--- src/hw/rtl/lts_pkg.sv ---
package lts_pkg;

	localparam int IDX_W = 6;

	typedef struct packed {
		logic signed [31:0] column_entry;
		logic signed [31:0] rhs_entry;
		logic               is_last;
	} in_item_t;

	typedef struct packed {
		logic signed [31:0] solution_value;
		logic [5:0]         solution_index;
		logic               last_element;
		logic               singular;
	} out_item_t;

	typedef enum logic [2:0] {
		MUL_TB, MUL_EE, MUL_ED, MUL_BD, MUL_FN, MUL_TX, MUL_BZ
	} mul_sel_t;

	typedef enum logic [2:0] {
		ACC_HOLD, ACC_CLR, ACC_SET, ACC_ADD, ACC_LDX
	} acc_op_t;

	typedef enum logic [2:0] {
		LAT_NONE, LAT_E, LAT_DEN, LAT_D, LAT_NED, LAT_Z
	} lat_op_t;

	typedef struct packed {
		logic             load_wr;
		logic [IDX_W-1:0] load_addr;
		logic             rd_en;
		logic [IDX_W-1:0] coef_addr;
		logic [IDX_W-1:0] rhs_addr;
		logic [IDX_W-1:0] x_addr;
		logic [IDX_W:0]   b0_addr;
		logic [IDX_W:0]   b1_addr;
		mul_sel_t         mul_sel;
		logic             mul_en;
		acc_op_t          acc_op;
		lat_op_t          lat_op;
		logic             b_wr;
		logic [IDX_W:0]   b_wr_addr;
		logic             x_wr;
		logic [IDX_W-1:0] x_wr_addr;
		logic             wr_from_div;
		logic             div_start;
		logic             div_num_rhs;
		logic             div_den_coef;
		logic             sing_clr;
		logic             out_valid;
		logic             out_last;
		logic [5:0]       out_index;
	} ctrl_cmd_t;

	typedef struct packed {
		logic div_done;
	} dp_status_t;

	function automatic logic signed [31:0] sat32(input logic signed [63:0] v);
		if (v > 64'sd2147483647)
			return 32'sh7fffffff;
		if (v < -64'sd2147483648)
			return 32'sh80000000;
		return v[31:0];
	endfunction

endpackage

--- src/hw/rtl/lts_ctrl.sv ---
module lts_ctrl #(
	parameter int MAX_ORDER = 32
) (
	input  logic                clk,
	input  logic                arst_n,
	input  logic                start,
	input  logic                is_last,
	input  lts_pkg::dp_status_t status,
	output logic                busy,
	output lts_pkg::ctrl_cmd_t  cmd
);

	localparam int CW = $clog2(MAX_ORDER + 1);
	localparam logic [CW-1:0] MAX_CNT = CW'(MAX_ORDER);

	typedef enum logic [5:0] {
		S_LOAD, S_INIT_RD, S_B0_DIV, S_B0_WAIT, S_X0_DIV, S_X0_WAIT,
		S_E_RD, S_E_MUL, S_E_ACC, S_E_LAT, S_EE_MUL, S_EE_ACC, S_DEN,
		S_D_DIV, S_D_WAIT, S_ED_MUL, S_ED_ACC, S_NED,
		S_B_RD, S_B_MUL1, S_B_ACC1, S_B_MUL2, S_B_ACC2, S_B_WR,
		S_Z_RD, S_Z_MUL, S_Z_ACC, S_Z_RHS, S_Z_LAT,
		S_X_RD, S_X_MUL, S_X_ACC, S_X_WR, S_OUT_RD, S_OUT
	} state_t;

	state_t        state_q;
	logic [CW-1:0] cnt_q, nord_q, n_q, i_q;
	logic          bank_q;
	logic [CW-1:0] cnt_inc;

	function automatic logic [lts_pkg::IDX_W-1:0] to_idx(input logic [CW-1:0] v);
		return lts_pkg::IDX_W'(v);
	endfunction

	assign cnt_inc = (cnt_q < MAX_CNT) ? cnt_q + CW'(1) : cnt_q;

	always_ff @(posedge clk or negedge arst_n) begin
		if (!arst_n) begin
			state_q <= S_LOAD;
			cnt_q   <= '0;
			nord_q  <= '0;
			n_q     <= '0;
			i_q     <= '0;
			bank_q  <= 1'b0;
		end else begin
			case (state_q)
				S_LOAD: if (start) begin
					cnt_q <= cnt_inc;
					if (is_last) begin
						nord_q  <= cnt_inc;
						bank_q  <= 1'b0;
						state_q <= S_INIT_RD;
					end
				end
				S_INIT_RD: state_q <= S_B0_DIV;
				S_B0_DIV:  state_q <= S_B0_WAIT;
				S_B0_WAIT: if (status.div_done) state_q <= S_X0_DIV;
				S_X0_DIV:  state_q <= S_X0_WAIT;
				S_X0_WAIT: if (status.div_done) begin
					n_q     <= CW'(1);
					i_q     <= '0;
					state_q <= (nord_q == CW'(1)) ? S_OUT_RD : S_E_RD;
				end
				S_E_RD:  state_q <= S_E_MUL;
				S_E_MUL: state_q <= S_E_ACC;
				S_E_ACC: begin
					if (i_q + CW'(1) == n_q) begin
						i_q     <= '0;
						state_q <= S_E_LAT;
					end else begin
						i_q     <= i_q + CW'(1);
						state_q <= S_E_RD;
					end
				end
				S_E_LAT:  state_q <= S_EE_MUL;
				S_EE_MUL: state_q <= S_EE_ACC;
				S_EE_ACC: state_q <= S_DEN;
				S_DEN:    state_q <= S_D_DIV;
				S_D_DIV:  state_q <= S_D_WAIT;
				S_D_WAIT: if (status.div_done) state_q <= S_ED_MUL;
				S_ED_MUL: state_q <= S_ED_ACC;
				S_ED_ACC: state_q <= S_NED;
				S_NED: begin
					i_q     <= '0;
					state_q <= S_B_RD;
				end
				S_B_RD:   state_q <= S_B_MUL1;
				S_B_MUL1: state_q <= S_B_ACC1;
				S_B_ACC1: state_q <= S_B_MUL2;
				S_B_MUL2: state_q <= S_B_ACC2;
				S_B_ACC2: state_q <= S_B_WR;
				S_B_WR: begin
					if (i_q == n_q) begin
						i_q     <= '0;
						bank_q  <= ~bank_q;
						state_q <= S_Z_RD;
					end else begin
						i_q     <= i_q + CW'(1);
						state_q <= S_B_RD;
					end
				end
				S_Z_RD:  state_q <= S_Z_MUL;
				S_Z_MUL: state_q <= S_Z_ACC;
				S_Z_ACC: begin
					if (i_q + CW'(1) == n_q) begin
						i_q     <= '0;
						state_q <= S_Z_RHS;
					end else begin
						i_q     <= i_q + CW'(1);
						state_q <= S_Z_RD;
					end
				end
				S_Z_RHS: state_q <= S_Z_LAT;
				S_Z_LAT: state_q <= S_X_RD;
				S_X_RD:  state_q <= S_X_MUL;
				S_X_MUL: state_q <= S_X_ACC;
				S_X_ACC: state_q <= S_X_WR;
				S_X_WR: begin
					if (i_q == n_q) begin
						i_q <= '0;
						if (n_q + CW'(1) == nord_q) begin
							state_q <= S_OUT_RD;
						end else begin
							n_q     <= n_q + CW'(1);
							state_q <= S_E_RD;
						end
					end else begin
						i_q     <= i_q + CW'(1);
						state_q <= S_X_RD;
					end
				end
				S_OUT_RD: state_q <= S_OUT;
				S_OUT: begin
					if (i_q + CW'(1) == nord_q) begin
						i_q     <= '0;
						cnt_q   <= '0;
						state_q <= S_LOAD;
					end else begin
						i_q     <= i_q + CW'(1);
						state_q <= S_OUT_RD;
					end
				end
				default: state_q <= S_LOAD;
			endcase
		end
	end

	always_comb begin
		cmd          = '0;
		cmd.mul_sel  = lts_pkg::MUL_TB;
		cmd.acc_op   = lts_pkg::ACC_HOLD;
		cmd.lat_op   = lts_pkg::LAT_NONE;
		case (state_q)
			S_LOAD: begin
				cmd.load_wr   = start && (cnt_q < MAX_CNT);
				cmd.load_addr = to_idx(cnt_q);
				cmd.sing_clr  = start;
			end
			S_INIT_RD: cmd.rd_en = 1'b1;
			S_B0_DIV: begin
				cmd.div_start    = 1'b1;
				cmd.div_den_coef = 1'b1;
			end
			S_B0_WAIT: begin
				cmd.b_wr        = status.div_done;
				cmd.wr_from_div = 1'b1;
			end
			S_X0_DIV: begin
				cmd.div_start    = 1'b1;
				cmd.div_num_rhs  = 1'b1;
				cmd.div_den_coef = 1'b1;
			end
			S_X0_WAIT: begin
				cmd.x_wr        = status.div_done;
				cmd.wr_from_div = 1'b1;
			end
			S_E_RD: begin
				cmd.rd_en     = 1'b1;
				cmd.coef_addr = to_idx(i_q + CW'(1));
				cmd.b0_addr   = {bank_q, to_idx(i_q)};
				if (i_q == '0)
					cmd.acc_op = lts_pkg::ACC_CLR;
			end
			S_E_MUL: begin
				cmd.mul_sel = lts_pkg::MUL_TB;
				cmd.mul_en  = 1'b1;
			end
			S_E_ACC:  cmd.acc_op = lts_pkg::ACC_ADD;
			S_E_LAT:  cmd.lat_op = lts_pkg::LAT_E;
			S_EE_MUL: begin
				cmd.mul_sel = lts_pkg::MUL_EE;
				cmd.mul_en  = 1'b1;
			end
			S_EE_ACC: cmd.acc_op    = lts_pkg::ACC_SET;
			S_DEN:    cmd.lat_op    = lts_pkg::LAT_DEN;
			S_D_DIV:  cmd.div_start = 1'b1;
			S_D_WAIT: if (status.div_done) cmd.lat_op = lts_pkg::LAT_D;
			S_ED_MUL: begin
				cmd.mul_sel = lts_pkg::MUL_ED;
				cmd.mul_en  = 1'b1;
			end
			S_ED_ACC: cmd.acc_op = lts_pkg::ACC_SET;
			S_NED:    cmd.lat_op = lts_pkg::LAT_NED;
			S_B_RD: begin
				cmd.rd_en   = 1'b1;
				cmd.b0_addr = {bank_q, to_idx(i_q - CW'(1))};
				cmd.b1_addr = {bank_q, to_idx(n_q - CW'(1) - i_q)};
			end
			S_B_MUL1: begin
				cmd.mul_sel = lts_pkg::MUL_BD;
				cmd.mul_en  = 1'b1;
			end
			S_B_ACC1: cmd.acc_op = (i_q != '0) ? lts_pkg::ACC_SET : lts_pkg::ACC_CLR;
			S_B_MUL2: begin
				cmd.mul_sel = lts_pkg::MUL_FN;
				cmd.mul_en  = 1'b1;
			end
			S_B_ACC2: cmd.acc_op = (i_q != n_q) ? lts_pkg::ACC_ADD : lts_pkg::ACC_HOLD;
			S_B_WR: begin
				cmd.b_wr      = 1'b1;
				cmd.b_wr_addr = {~bank_q, to_idx(i_q)};
			end
			S_Z_RD: begin
				cmd.rd_en     = 1'b1;
				cmd.coef_addr = to_idx(n_q - i_q);
				cmd.x_addr    = to_idx(i_q);
				if (i_q == '0)
					cmd.acc_op = lts_pkg::ACC_CLR;
			end
			S_Z_MUL: begin
				cmd.mul_sel = lts_pkg::MUL_TX;
				cmd.mul_en  = 1'b1;
			end
			S_Z_ACC: cmd.acc_op = lts_pkg::ACC_ADD;
			S_Z_RHS: begin
				cmd.rd_en    = 1'b1;
				cmd.rhs_addr = to_idx(n_q);
			end
			S_Z_LAT: cmd.lat_op = lts_pkg::LAT_Z;
			S_X_RD: begin
				cmd.rd_en   = 1'b1;
				cmd.b0_addr = {bank_q, to_idx(i_q)};
				cmd.x_addr  = to_idx(i_q);
			end
			S_X_MUL: begin
				cmd.mul_sel = lts_pkg::MUL_BZ;
				cmd.mul_en  = 1'b1;
				cmd.acc_op  = (i_q == n_q) ? lts_pkg::ACC_CLR : lts_pkg::ACC_LDX;
			end
			S_X_ACC: cmd.acc_op = lts_pkg::ACC_ADD;
			S_X_WR: begin
				cmd.x_wr      = 1'b1;
				cmd.x_wr_addr = to_idx(i_q);
			end
			S_OUT_RD: begin
				cmd.rd_en  = 1'b1;
				cmd.x_addr = to_idx(i_q);
			end
			S_OUT: begin
				cmd.out_valid = 1'b1;
				cmd.out_last  = (i_q + CW'(1) == nord_q);
				cmd.out_index = 6'(i_q);
			end
			default: ;
		endcase
	end

	assign busy = (state_q != S_LOAD);

endmodule

--- config.mk ---
export PLATFORM = sky130hd
export DESIGN_NAME = lts_ctrl
export DESIGN_NICKNAME = d
export VERILOG_FILES = /design/src/hw/rtl/lts_pkg.sv /design/src/hw/rtl/lts_ctrl.sv
export SDC_FILE = /design/constraint.sdc
export NUM_CORES = 1
export LEC_CHECK = 0
export BUFFER_PORTS_ARGS = -buffer_cell sky130_fd_sc_hd__buf_2
export CAP_MARGIN = 20
export CORE_MARGIN = 1.5
export CORE_UTILIZATION = 30
export CTS_CLUSTER_DIAMETER = 30
export DETAILED_ROUTE_END_ITERATION = 16
export PLACE_DENSITY = 0.54
export SYNTH_ARGS = -nofsm -noshare
export SYNTH_HDL_FRONTEND = slang
export SYNTH_SLANG_ARGS = --single-unit
--- constraint.sdc ---
create_clock -name clk -period 3 [get_ports clk]
set_clock_uncertainty 0.2 [all_clocks]
set_input_delay 0.6 -clock clk [delete_from_list [all_inputs] [get_ports clk]]
set_output_delay 0.6 -clock clk [all_outputs]
set_load 0.02 [all_outputs]
== Word-level counts from Yosys, hierarchy flattened ==
Index checks and enable logic that the tools add are counted.

* Reductions and logical operators: 26
* Equal/unequal tests: 49
* Bitwise gates (word level): 1
* Multiplexer cells: 55
* Multiply operators: 0
* Shift operators: 0
* Div/mod/pow operators: 0
* $lt $le $gt $ge: 1
* Add/sub/neg operators: 7

{| class="wikitable"
|+ Operator list
! kind !! count
|-
| 6-bit one-hot mux with 35 select lines || 1
|-
| 6-bit two-way mux || 22
|-
| 6-bit by 5-bit equality test with 1-bit output (second input constant) || 16
|-
| 6-bit by 4-bit equality test with 1-bit output (second input constant) || 8
|-
| 6-bit one-hot mux with 2 select lines || 3
|-
| 6-bit one-hot mux with 5 select lines || 1
|-
| 4-bit one-hot mux with 7 select lines || 1
|-
| 6-bit by 3-bit equality test with 1-bit output (second input constant) || 4
|-
| 6-bit equality test || 4
|-
| 7-bit two-way mux || 3
|-
| 6-bit by 1-bit adder with 6-bit output (second input constant) || 3
|-
| 6-bit equality test (second input constant) || 3
|-
| 2-bit inequality test (second input constant) || 9
|-
| 3-bit one-hot mux with 6 select lines || 1
|-
| 3-bit one-hot mux with 5 select lines || 1
|-
| 7-bit one-hot mux with 2 select lines || 1
|-
| 2-bit OR reduction || 7
|-
| 6-bit by 1-bit equality test with 1-bit output (second input constant) || 2
|-
| 6-bit by 2-bit equality test with 1-bit output (second input constant) || 2
|-
| 6-bit zero test || 2
|-
| 6-bit nonzero test || 2
|-
| 6-bit by 1-bit subtractor with 6-bit output (second input constant) || 2
|-
| 6-bit subtractor || 2
|-
| 1-bit two-way mux || 10
|-
| 17 further kinds || 29
|}

* Latch bits: 0
* Memories: 0
* Register bits after elaboration: 31
* Logic and storage cells: 145
* Output and inout bits: 79
* ROM bits: 0
* Bits in writable memories: 0

== Longest topological paths before layout ==
* Depth in word-level cells: 5
* Mapped depth: 11

== Worst setup path before layout ==
OpenSTA, ideal clock, no wires.

* Path type: flip-flop to output port
* From: register i_q[2]
* To: output cmd[69] in the netlist's numbering
* Arrival: 2575 ps
* Cell stages (with the launch flop): 11
* Required time: 2200 ps
* Slack: -375 ps
* Path buffers: 2
* Path through: dfrtp_1 > buf_4 > clkinv_1 > ha_1 > buf_2 > a21o_1 > a21o_1 > a221oi_1 > xnor2_1 > o221a_2 > a21oi_1

{| class="wikitable"
|+ RTL lines
! element !! RTL line !! source
|-
| start, declared || lts_ctrl.sv:26 || <nowiki>logic [CW-1:0] cnt_q, nord_q, n_q, i_q;</nowiki>
|-
| start signal, assigned || lts_ctrl.sv:70 || <nowiki>i_q <= i_q + CW'(1);</nowiki>
|-
| start signal, assigned || lts_ctrl.sv:97 || <nowiki>i_q <= i_q + CW'(1);</nowiki>
|-
| start signal, assigned || lts_ctrl.sv:108 || <nowiki>i_q <= i_q + CW'(1);</nowiki>
|-
| end, declared || lts_ctrl.sv:10 || <nowiki>output lts_pkg::ctrl_cmd_t cmd</nowiki>
|}

==> metrics.md <==
| Metric | Value |
|---|---|
| Layout Nets | 646 |
| Critical path's slowest cell | nor4_4 |
| Post-synth cell types | a little under 80 |
| Async SR Flop Fraction | 100% |
| CTS max path bufs | 2 |
| Relative slew margins | roughly 51% |
| VDD IR max | about 0.32 mV |
| Final hold vios | 0 |
| Tot Pwr | approximately 0.0045 W |
| Largest net degree at the start of global routing | 32 |
| Met2 Track Usage GR | about a third |
| Post-place setup slack | 0.0880 ns |
| Clock latency on the worst-skew pair | roughly 0.27 ns |
| Row Count | 40 |
| Syn avg cell area | about 7.5 sq um |
| CP peak stage delay | about 0.4 ns |
| Violated checks | negative setup slack |
| First-pass GRT wire length | ~22 mm |
| CTS Hold Buffers Added | 0 |
| Cell-by-cell trace of the critical path | inv_2 > ha_4 > xor2_1 > a311oi_2 > nand4_1 > nor4_4 > buf_4 |
| Final RePlAce weighted congestion | 0.918 |
| Final-report max-slew violation count | 0 |
| Hold WC Path Type | input pin to async pin |
| Die width | around 120 um |
| Routed WL | 14.0 mm |
| RSZ-0062 raised after global routing | true |
| Int Power | about 0.0022 W |
| Crit start category | register |
| Total of max-cap violations | 0 |
| Gr usage total | between 20 and 25% |
| Vias per cell | about 5.5 |
| Flop2flop setup slack | approximately 0.25 ns |
| Flop pwr share | 18.1% |
| Grt ovf | 0 |
| Placeable Area | around 12000 sq um |
| GRT Max-Usage Layer | met2 |
| Mux share of post-synthesis cell area | 2.51% |
| Area fraction in compound gates after synthesis | 25.0% |
| Fin crit period | ~3.0 ns |
| Part of the power in combinational logic | 71.0% |
| Clk slew on worst S/H paths | ~0.06 ns |
| Main combinational cell family by area after synthesis | simple AND/OR/NAND/NOR gates |
| Initial Util | 31.2% |
| Vias in the first global route | ~4000 |
| Die area | about 13000 sq um |
| Detail Route Antenna Nets | 0 |
| I/O pin total | 84 |
| Clock Power Share | about 11% |
| Drt pass-1 iters | 5 |
| Sequential fraction of the synthesis area | 20.5% |
| Xor and xnor area share after synthesis | around a tenth |
| Root buf cell | clkbuf_16 |
| P_leak | about 2.3 nW |
| EDFF count, synth | 0 |
| Die Height | 115 um |
| Yosys top cell area share | 20.5% |
| DRC | 0 |
| Met3 GRT Util | a little under 3% |
| Initial antenna violation count | 0 |
| TritonCTS Sinks | 31 |
| CP bufs+invs | 2 |
| H-tree Lvls | 2 |
| #FFs+latches synth | 31 |
| Yosys warns | 0 |
| Status | finished with violations |
| Mapped Area | roughly 3800 sq um |
| CTS tree | yes |
| Fillers | around 1300 |
| Area Overhead vs Synth | 34.9% |
| CP arrival | about 2.2 ns |
| CP endpoint kind | output pin |
| Required time of the critical path | roughly 2.2 ns |
| Synth top area cells | dfrtp_1, xnor2_1, nor2_1, nand2_1, o21ai_0 |
| Crit Path Max Fanout | 4 |
| Syn nets | ~520 |
| Yosys top cell by area | dfrtp_1 |
| Critical setup path kind | register to output pin |
| Synth Instances | between 500 and 600 |
| Antenna cells | 0 |
| Sw power | ~0.0023 W |
| Pwr dens | between 800 and 900 nW/um^2 |
| Synth Area in Adders | between 4 and 5% |
| Starting DRT DRC Count | just under 300 |
| Tcrit/Tclk final | 101% |
| Transition time of the tightest slew-check pin | 0.730 ns |
| Setup ws final | -0.0231 ns |
| Switching Fraction | between 50 and 60% |
| Kind of cell adding the most delay to the critical path | simple AND/OR/NAND/NOR gates |
| Simple-gate share of the synthesized area | a little under a third |
| Max Fclk | around 330 MHz |
| Finish-stage setup viols | 3 |
| PortBufs | 83 |
| Mean routed wirelength per cell | 17.6 um |
| HPWL Detailed | 10.9 mm |
| Routed via count | ~4400 |
| Share of layout cells above drive strength 1 | around a third |
| Met1 GRT Util | between 20% and 30% |
| Inserted Clock Buffers | 5 |
| Top_reg_cell synth | dfrtp_1 |
[power by group through the flow]
stage                     combinational [W]  sequential, W  clock, W
after global placement              0.00287       0.000790         0
final                               0.00316       0.000808  0.000486
after floorplan                     0.00209       0.000709         0
after global routing                0.00346       0.000831  0.000515
after CTS                           0.00300       0.000796  0.000494
after detailed placement            0.00291       0.000800         0
[timing repair]
item                       CTS  global route
cloned                       0             0
hold endpoints to repair     0             0
gates resized for setup     15            28
setup buffers                4            10
pin swaps                    7             8
setup endpoints to repair   12            19
[state kept, by name, summed over array words and instances, names as in the netlist]
name     count
cnt_q        6
i_q          6
n_q          6
nord_q       6
state_q      6
bank_q       1
[per-layer routing]
metal	up-vias	share of wire [%]
met1	2089	46
met3	21	6.6
met2	190	46
li1	2083	-
met5	-	0
met4	0	1.5
[logic make-up (layout without fill, tap and decap cells)]
logic type	count (synthesis)	in the layout
simple gates	215	215
compound gates	138	138
buf+inv	58	182
xor+xnor	43	43
flops	31	31
fa+ha+maj	12	12
mux	9	9
[worst register-to-register path: stages (launching register included)]
cell and delay, ns:
dfrtp_1 0.39, inv_2 0.13, ha_4 0.23, xor2_1 0.15, a311oi_2 0.24, nand4_1 0.21, buf_4 0.21, o31ai_4 0.35
nand3_1 0.19, a211o_1 0.34
[cell type report]
| type | instances | area (sq um) | share of cell area, % |
|---|---|---|---|
| clock buffers | 7 | 133 | 2.59 |
| clock inverters | 1 | 5.00 | 0.0978 |
| inverters | 21 | 81.3 | 1.59 |
| multi-input cells | 417 | 2940 | 57.4 |
| flip-flops and latches | 31 | 783 | 15.3 |
| well taps | 168 | 210 | 4.11 |
| repair buffers | 153 | 966 | 18.9 |
[cell usage after synthesis, drive strengths merged (3+ instances only)]
cell / count
a211oi: 4
a21o: 8
a21oi: 29
a221oi: 3
a22o: 5
a31oi: 11
a32oi: 8
and2: 15
and3: 7
buf: 23
clkbuf: 14
dfrtp: 31
ha: 10
inv: 19
mux2: 4
mux2i: 5
nand2: 45
nand2b: 9
nand3: 19
nor2: 51
nor2b: 8
nor3: 19
nor3b: 4
nor4: 15
o21a: 4
o21ai: 31
o22ai: 9
o31ai: 4
or2: 3
or3: 6
xnor2: 27
xor2: 16
[metrics by stage]
stage / hold slack (ns) / cell area (sq um) / utilization [%] / std cells / setup TNS (ns)
after floorplan: 0.104 / 3850 / - / 506 / -0.0729
after global placement: 0.349 / 4720 / 38.8 / 777 / 0
after detailed placement: 0.337 / 4720 / 38.8 / 777 / 0
after CTS: 0.228 / 4950 / 40.7 / 789 / -0.0339
after global routing: 0.252 / 5110 / 42.1 / 798 / -0.424
final: 0.190 / 5110 / 42.1 / 798 / -0.0364
[path summary, 6_finish.rpt]
check                      startpoint         end  cells past startpoint
max                            i_q[1]      cmd[6]                      7
min                            arst_n      n_q[0]                      1
max reg2reg                    i_q[1]      i_q[2]                      9
min reg2reg                  cnt_q[4]    cnt_q[4]                      1
max in group asynchronous      arst_n  state_q[5]                      1
min in group clk             cnt_q[4]    cnt_q[4]                      1
[placed cells by master (no fill, tap or decap), types with 4 or more instances in the layout]
cell	count
nor2b_1	7
and2_1	15
nor3_1	17
nor2_1	47
nand2b_1	8
buf_4	71
buf_2	79
ha_1	5
a211oi_1	4
mux2i_1	5
o21a_1	4
nand3_1	15
a31oi_1	11
a22o_1	5
xnor2_1	26
inv_1	13
clkbuf_16	5
nand2_1	42
nor3b_1	4
o22ai_1	9
a32oi_1	8
inv_2	6
nor4_1	13
or3_1	6
a21o_1	8
dfrtp_2	6
dfrtp_1	25
a21oi_1	24
and3_1	6
o21ai_0	30
ha_4	5
xor2_1	16
(Power assumes the default switching activity.)
